[src/rhcb_pkg.sv]
`default_nettype none
// ----------------------------------------------------------------------------
// rhcb_pkg
// Shared types, constants and elaboration-time helpers for the rolling hash
// chunk boundary block.
// ----------------------------------------------------------------------------
package rhcb_pkg;

  // Fixed field widths of the interface.
  localparam int BYTE_W = 8;
  localparam int POS_W  = 32;
  localparam int SKIP_W = 12;

  // Shift applied to the xor hash before each new byte is folded in.
  localparam int HASH_SHIFT = 5;

  // Width of the divisibility test: one bit above the hash so that hash + 1
  // never wraps.
  localparam int TEST_W = POS_W + 1;

  // Result buffer geometry (power-of-two depth so the pointers wrap freely).
  localparam int FIFO_DEPTH = 4;
  localparam int FIFO_PTR_W = $clog2(FIFO_DEPTH);

  // Configuration register indexes.
  typedef enum logic [0:0] {
    REG_SKIP_BYTES   = 1'b0,
    REG_NETWORK_MODE = 1'b1
  } cfg_reg_t;

  // One chunk result word.
  typedef struct packed {
    logic [POS_W-1:0] chunk_start;
    logic [POS_W-1:0] chunk_end;
    logic             tail_chunk;
    logic             chunk_empty;
    logic             last_of_run;
  } result_t;

  // Number of trailing zero bits of a positive constant.
  function automatic int trailing_zeros(int value);
    int   n;
    logic done;
    n    = 0;
    done = 1'b0;
    for (int i = 0; i < 32; i++) begin
      if (!done && (value[i] == 1'b0)) begin
        n++;
      end else begin
        done = 1'b1;
      end
    end
    return n;
  endfunction

  // Multiplicative inverse of an odd constant modulo 2^TEST_W (Newton steps,
  // each one doubles the number of correct low bits).
  function automatic logic [TEST_W-1:0] odd_inverse(logic [TEST_W-1:0] odd);
    logic [TEST_W-1:0] inv;
    inv = odd;
    for (int i = 0; i < 6; i++) begin
      inv = inv * (TEST_W'(2) - odd * inv);
    end
    return inv;
  endfunction

endpackage
`default_nettype wire

[src/rhcb_result_fifo.sv]
`default_nettype none
// ----------------------------------------------------------------------------
// rhcb_result_fifo
// Small result buffer: takes up to two words per cycle, hands out one per
// cycle while out_ready is high, and reports room for a full pair.
// ----------------------------------------------------------------------------
module rhcb_result_fifo
  import rhcb_pkg::*;
(
  input  wire logic    clk,
  input  wire logic    rst,
  input  wire logic [1:0] push_count,
  input  wire result_t push0,
  input  wire result_t push1,
  output logic         space,
  input  wire logic    out_ready,
  output logic         out_valid,
  output result_t      head
);

  localparam logic [FIFO_PTR_W:0] SPACE_LIMIT = (FIFO_PTR_W+1)'(FIFO_DEPTH - 2);
  localparam logic [FIFO_PTR_W:0] FULL_COUNT  = (FIFO_PTR_W+1)'(FIFO_DEPTH);

  result_t                entries [FIFO_DEPTH];
  logic [FIFO_PTR_W-1:0]  wr_ptr;
  logic [FIFO_PTR_W-1:0]  rd_ptr;
  logic [FIFO_PTR_W:0]    count;
  logic [FIFO_PTR_W:0]    count_next;
  logic                   pop_fire;
  logic [FIFO_PTR_W-1:0]  wr_ptr_second;

  // Handshake and occupancy.
  assign out_valid     = (count != '0);
  assign head          = entries[rd_ptr];
  assign pop_fire      = out_valid && out_ready;
  assign space         = (count <= SPACE_LIMIT);
  assign wr_ptr_second = wr_ptr + FIFO_PTR_W'(1);
  assign count_next    = count + {{(FIFO_PTR_W-1){1'b0}}, push_count}
                         - {{FIFO_PTR_W{1'b0}}, pop_fire};

  // Pointers and count.
  always_ff @(posedge clk) begin
    if (rst) begin
      wr_ptr <= '0;
      rd_ptr <= '0;
      count  <= '0;
    end else begin
      wr_ptr <= wr_ptr + push_count[FIFO_PTR_W-1:0];
      if (pop_fire) begin
        rd_ptr <= rd_ptr + FIFO_PTR_W'(1);
      end
      count <= count_next;
    end
  end

  // Entry storage.
  always_ff @(posedge clk) begin
    if (push_count != 2'd0) begin
      entries[wr_ptr] <= push0;
    end
    if (push_count == 2'd2) begin
      entries[wr_ptr_second] <= push1;
    end
  end

  // Occupancy never passes the depth.
  a_no_overflow: assert property (@(posedge clk) disable iff (rst)
    count <= FULL_COUNT)
    else $error("result buffer overflow");

  // Words are only written when room for a pair was reported.
  a_push_with_space: assert property (@(posedge clk) disable iff (rst)
    (push_count != 2'd0) |-> space)
    else $error("push without room");

  // A lone read drops the occupancy by one.
  a_pop_count: assert property (@(posedge clk) disable iff (rst)
    (pop_fire && push_count == 2'd0) |=> (count == $past(count) - (FIFO_PTR_W+1)'(1)))
    else $error("occupancy wrong after read");

endmodule
`default_nettype wire

[config.mk]
export PLATFORM = sky130hd
export DESIGN_NAME = rhcb_result_fifo
export DESIGN_NICKNAME = d
export VERILOG_FILES = /design/src/rhcb_pkg.sv /design/src/rhcb_result_fifo.sv
export SDC_FILE = /design/constraint.sdc
export NUM_CORES = 1
export LEC_CHECK = 0
export ABC_AREA = 1
export BUFFER_PORTS_ARGS = -buffer_cell sky130_fd_sc_hd__buf_2
export CAP_MARGIN = 25
export CORE_MARGIN = 3
export CORE_UTILIZATION = 64
export CTS_BUF_LIST = sky130_fd_sc_hd__clkbuf_8
export DETAILED_ROUTE_END_ITERATION = 7
export GPL_ROUTABILITY_DRIVEN = 0
export PLACE_DENSITY = 0.86
export SLEW_MARGIN = 10
export SYNTH_ARGS = -nofsm -noshare
export SYNTH_HDL_FRONTEND = slang
export SYNTH_SLANG_ARGS = --single-unit
[constraint.sdc]
create_clock -name clk -period 16.51 [get_ports clk]
set_input_delay 2.4765 -clock clk [delete_from_list [all_inputs] [get_ports clk]]
set_output_delay 2.4765 -clock clk [all_outputs]
set_load 0.01 [all_outputs]
== After elaboration in Yosys (flattened, before gate mapping) ==
Memories as Yosys holds them, arrays and structs flattened. A register that Yosys moved wholly into a read port is not among the register bits.
Cells that the tools add are included.

* $add $sub $neg: 5
* Order comparisons: 1
* Equality and inequality tests: 1
* Multiplexer cells: 6
* Reductions and logical operators: 3

{| class="wikitable"
|+ Operator list
! operator !! number
|-
| adder 2 x 1 -> 2 bit, second input constant || 2
|-
| 2-to-1 mux 1 bit || 4
|-
| 2-to-1 mux 2 bit || 2
|-
| adder 3 x 2 -> 3 bit || 1
|-
| <= comparator 3 x 2 -> 1 bit, second input constant || 1
|-
| nonzero test 3 bit || 1
|-
| subtractor 3 x 1 -> 3 bit || 1
|-
| adder 2 bit || 1
|-
| equality test 2 bit, second input constant || 1
|-
| nonzero test 2 bit || 1
|-
| logical AND 1 bit || 1
|}

* Flip-flop bits (word level): 7
* RAM bits: 268
* Input bits: 139
* Output and inout port bits: 69
* Memories kept: 1

{| class="wikitable"
|+ Memory list
! name !! depth !! width !! rd ports !! clocked after Yosys merged registers in !! wr ports !! line !! source
|-
| entries || 4 || 67 || 1 || 1 || 2 || rhcb_result_fifo.sv:24 || <nowiki>result_t entries [FIFO_DEPTH];</nowiki>
|}

== Depth between registers and ports, before layout ==
* Word-level depth: 4
* Gate-level depth with buffers: 10

== Least setup slack after synthesis ==
OpenSTA, ideal clock, no wires.

* Kind: input -> register
* From: input port push_count[1]
* To: memory entries[3][0] (netlist bit) (enable)
* Setup time: 591 ps
* Arrival time: 7,466 ps
* Required time: 15,919 ps
* Slack: 8,453 ps
* Stages on the path: 2
* Cells stage by stage: nor2_1 o31ai_1

{| class="wikitable"
|+ RTL lines
! item !! line !! source
|-
| start: declaration || rhcb_result_fifo.sv:12 || <nowiki>input wire logic [1:0] push_count,</nowiki>
|-
| end: declaration || rhcb_result_fifo.sv:24 ||
|}

==> qor.txt <==
Vertical extent of the die -> 150 um
Wirelength per Cell -> 17.8 um
Pre-antenna DRT Iters -> 6
TritonCTS clock tree -> built
Clk slew on worst S/H paths -> 60 ps
Slack of the worst reg-to-reg path -> 14,120 ps
Clock tree sinks -> 277
CTS root buffer -> sky130_fd_sc_hd__clkbuf_8
Number of hold violations in the final report -> 0
Average via count per standard cell -> 5.90
Global-route congestion overflow total -> 0
Number of top-level pins -> 208
I/O Buffers -> 207
Vias in the first global route -> 10,500
Total instance count after detailed placement -> 1,771
Final layout net count -> 1,692
Post-synthesis sequential area ratio -> 0.618
Launching point of the worst reg2reg path -> wr_ptr[0]
# hold bufs at CTS -> 0
Number of buffers on the longest clock path -> 3
Measured slew at the worst slew-check pin -> 972 ps
Max Fclk -> 183 MHz
Worst reg2reg path depth -> 5
Synthesized flop and latch total -> 277
H-tree depth -> 2
Wire length of the first global-routing pass -> 50,800 um
Via total after detailed routing -> 10,900
Synthesized cell area -> 13,300 um^2
Detail Placement HPWL -> 18,800 um
Top cell family by delay on the critical path -> buffers and inverters
Clock skew -> 7.64 ps
RSZ-0062 raised after global routing -> false
Result of the run -> completed
Number of cells traversed by the worst hold path -> 2
Iter 0 DRT Violations -> 1,098
Remaining number of nets flagged by the antenna check after routing -> 0
Setup TNS Final -> 0 ps
PwrDens -> 124 nW/um^2
Standby leakage power -> 0.00642 uW
Largest net degree at the start of global routing -> 97
Mean area per synthesized cell -> 9.64 um^2
Number of setup buffers added after CTS -> 0
Startpoint of the worst hold path -> rd_ptr[0]
Synthesized netlist net count -> 1,526
Proportion of layout cells with a drive suffix above 1 -> 0.181
Master of the slowest instance on the critical path -> sky130_fd_sc_hd__buf_4
Max-capacitance violation count -> 0
Arr. time, crit path -> 2970 ps
Inserted Clock Buffers -> 43
Startpoint kind of the worst setup timing path -> flop
Gates resized, CTS repair -> 0
Worst endpoint required time -> 14,030 ps
Number of cells produced by synthesis -> 1,382
Headroom to the max-slew limit -> 0.352
Slew Viols, Final -> 0
Clock network latency to the later pin of the worst-skew pair -> 530 ps
Classification of the worst-slack hold path -> flop to flop
Distinct cell type count of the synthesized netlist -> 25
Remaining DRCs -> 0
Area inside the core boundary -> 20,400 um^2
Max stage delay on crit path -> 760 ps
# setup viols final -> 0
Total wire length -> 33,000 um
Setup crit end kind -> primary output
Endpoint of the worst register-to-register path -> entries[2][50]
Die footprint -> 22,600 um^2
Area growth from synthesis to layout -> 13.8%
Number of synthesis warnings -> 0
CP bufs+invs -> 3
Tot GR Track Use -> 0.285
Critical path fanouts, max -> 76
Cell Count, Final, Fillers Out -> 1,851
Critical path type -> flop to primary output
Chip Width -> 150 um
Maximum vdd ir drop -> 0.0000794 V
Shortest clock period the worst path allows after layout -> 5450 ps
Share of the clock period used by the worst path after layout -> 0.330
Number of placement rows -> 52
Antenna violations before repair -> 4
Worst hold path endpoint -> rd_ptr[0]
Starting utilization of the core area -> 0.654
Critical-path cell list -> inv_4 -> buf_4 -> o21ai_0 -> o22ai_1 -> buf_2
through the flow:
step	hold WS [ps]	util	instance area (um^2)	power, uW	worst slack, ps
4_1_cts	494	0.742	15100	1880	11090
3_5_place_dp	479	0.704	14300	1370	11610
6_report	497	0.744	15200	1880	11060
2_1_floorplan	448	-	13300	1190	8450
3_3_place_gp	465	0.702	14300	1350	11650
5_1_grt	552	0.744	15200	1970	10920
worst register-to-register path, stage by stage, from the launching register on:
cell and delay [ps]:
sky130_fd_sc_hd__dfxtp_1 490, sky130_fd_sc_hd__inv_2 100, sky130_fd_sc_hd__nor2_2 160, sky130_fd_sc_hd__nand2_4 390, sky130_fd_sc_hd__nand2_4 590, sky130_fd_sc_hd__buf_16 320
synth_stat cells (all sizes together):
cell,n,area (um^2)
a21boi,1,7.51
edfxtp,268,8050
nand2,289,1090
inv,84,315
fa,1,20.0
buf,36,294
o22ai,67,419
ha,4,50.1
dfxtp,9,180
o21ai,402,2010
nand3,4,32.5
o31ai,1,7.51
clkbuf,63,241
a21oi,5,25.0
clkinv,1,3.75
nor2,147,573
kinds of logic (layout without fill, tap and decap cells):
logic type	Yosys count	count (layout)	synth area share
AOI/OAI and AO/OA	476	476	0.185
and+or+nand+nor	440	440	0.127
DFF	277	277	0.618
buffers and inverters	184	382	0.0641
adders and majority gates	5	5	0.00526
other	0	1	0
layout by cell type, fill, tap and decap left out, types with 3 or more instances in the layout:
| cell | instances |
|---|---|
| sky130_fd_sc_hd__ha_1 | 4 |
| sky130_fd_sc_hd__buf_16 | 3 |
| sky130_fd_sc_hd__nand2_4 | 6 |
| sky130_fd_sc_hd__dfxtp_1 | 7 |
| sky130_fd_sc_hd__nand2_1 | 283 |
| sky130_fd_sc_hd__buf_4 | 9 |
| sky130_fd_sc_hd__nand3_1 | 3 |
| sky130_fd_sc_hd__edfxtp_1 | 268 |
| sky130_fd_sc_hd__o22ai_1 | 67 |
| sky130_fd_sc_hd__o21ai_1 | 137 |
| sky130_fd_sc_hd__inv_1 | 93 |
| sky130_fd_sc_hd__clkinv_1 | 16 |
| sky130_fd_sc_hd__inv_2 | 4 |
| sky130_fd_sc_hd__clkbuf_8 | 45 |
| sky130_fd_sc_hd__o21ai_0 | 265 |
| sky130_fd_sc_hd__buf_2 | 207 |
| sky130_fd_sc_hd__nor2_1 | 144 |
| sky130_fd_sc_hd__a21oi_1 | 5 |
report_power, final:
group | total [uW] | switching (uW) | internal, uW | leakage (uW)
sequential | 880 | 26.4 | 854 | 0.00259
clock | 523 | 257 | 267 | 0.000440
combinational | 480 | 322 | 158 | 0.00339
total | 1880 | 605 | 1280 | 0.00642
worst max-delay path by stage:
stage	startpoint	endpoint	slack (ps)	cells after the start
floorplan	push_count[1]	entries[3][0]	8450	2
detailed placement	push_count[0]	entries[0][47]	11610	4
global route	flop	head[16]	10920	5
CTS	flop	head[24]	11090	5
global placement	flop	head[1]	11650	5
finish	flop	head[24]	11060	5
routing by layer:
metal,track usage,vias to the layer above,share of wire
li1,-,5173,-
met1,0.373,5040,0.38
met2,0.464,615,0.48
met3,0.0587,93,0.11
met4,0.123,6,0.028
met5,0,-,0.0013
state kept, by name, indices dropped and copies added (netlist names), named ones only:
signal	flops
rd_ptr	2
entries	268
wr_ptr	2
count	3
area by class of cell:
| class | count | area (um^2) |
|---|---|---|
| Timing Repair Buffer | 220 | 1210 |
| Antenna cell | 1 | 2.50 |
| Tap cell | 270 | 338 |
| Multi-Input combinational cell | 921 | 4290 |
| Clock inverter | 32 | 149 |
| Sequential cell | 277 | 8230 |
| Inverter | 85 | 322 |
| Fill cell | 1383 | 5200 |
| Clock buffer | 45 | 619 |
Power figures use the tool's default switching activity.
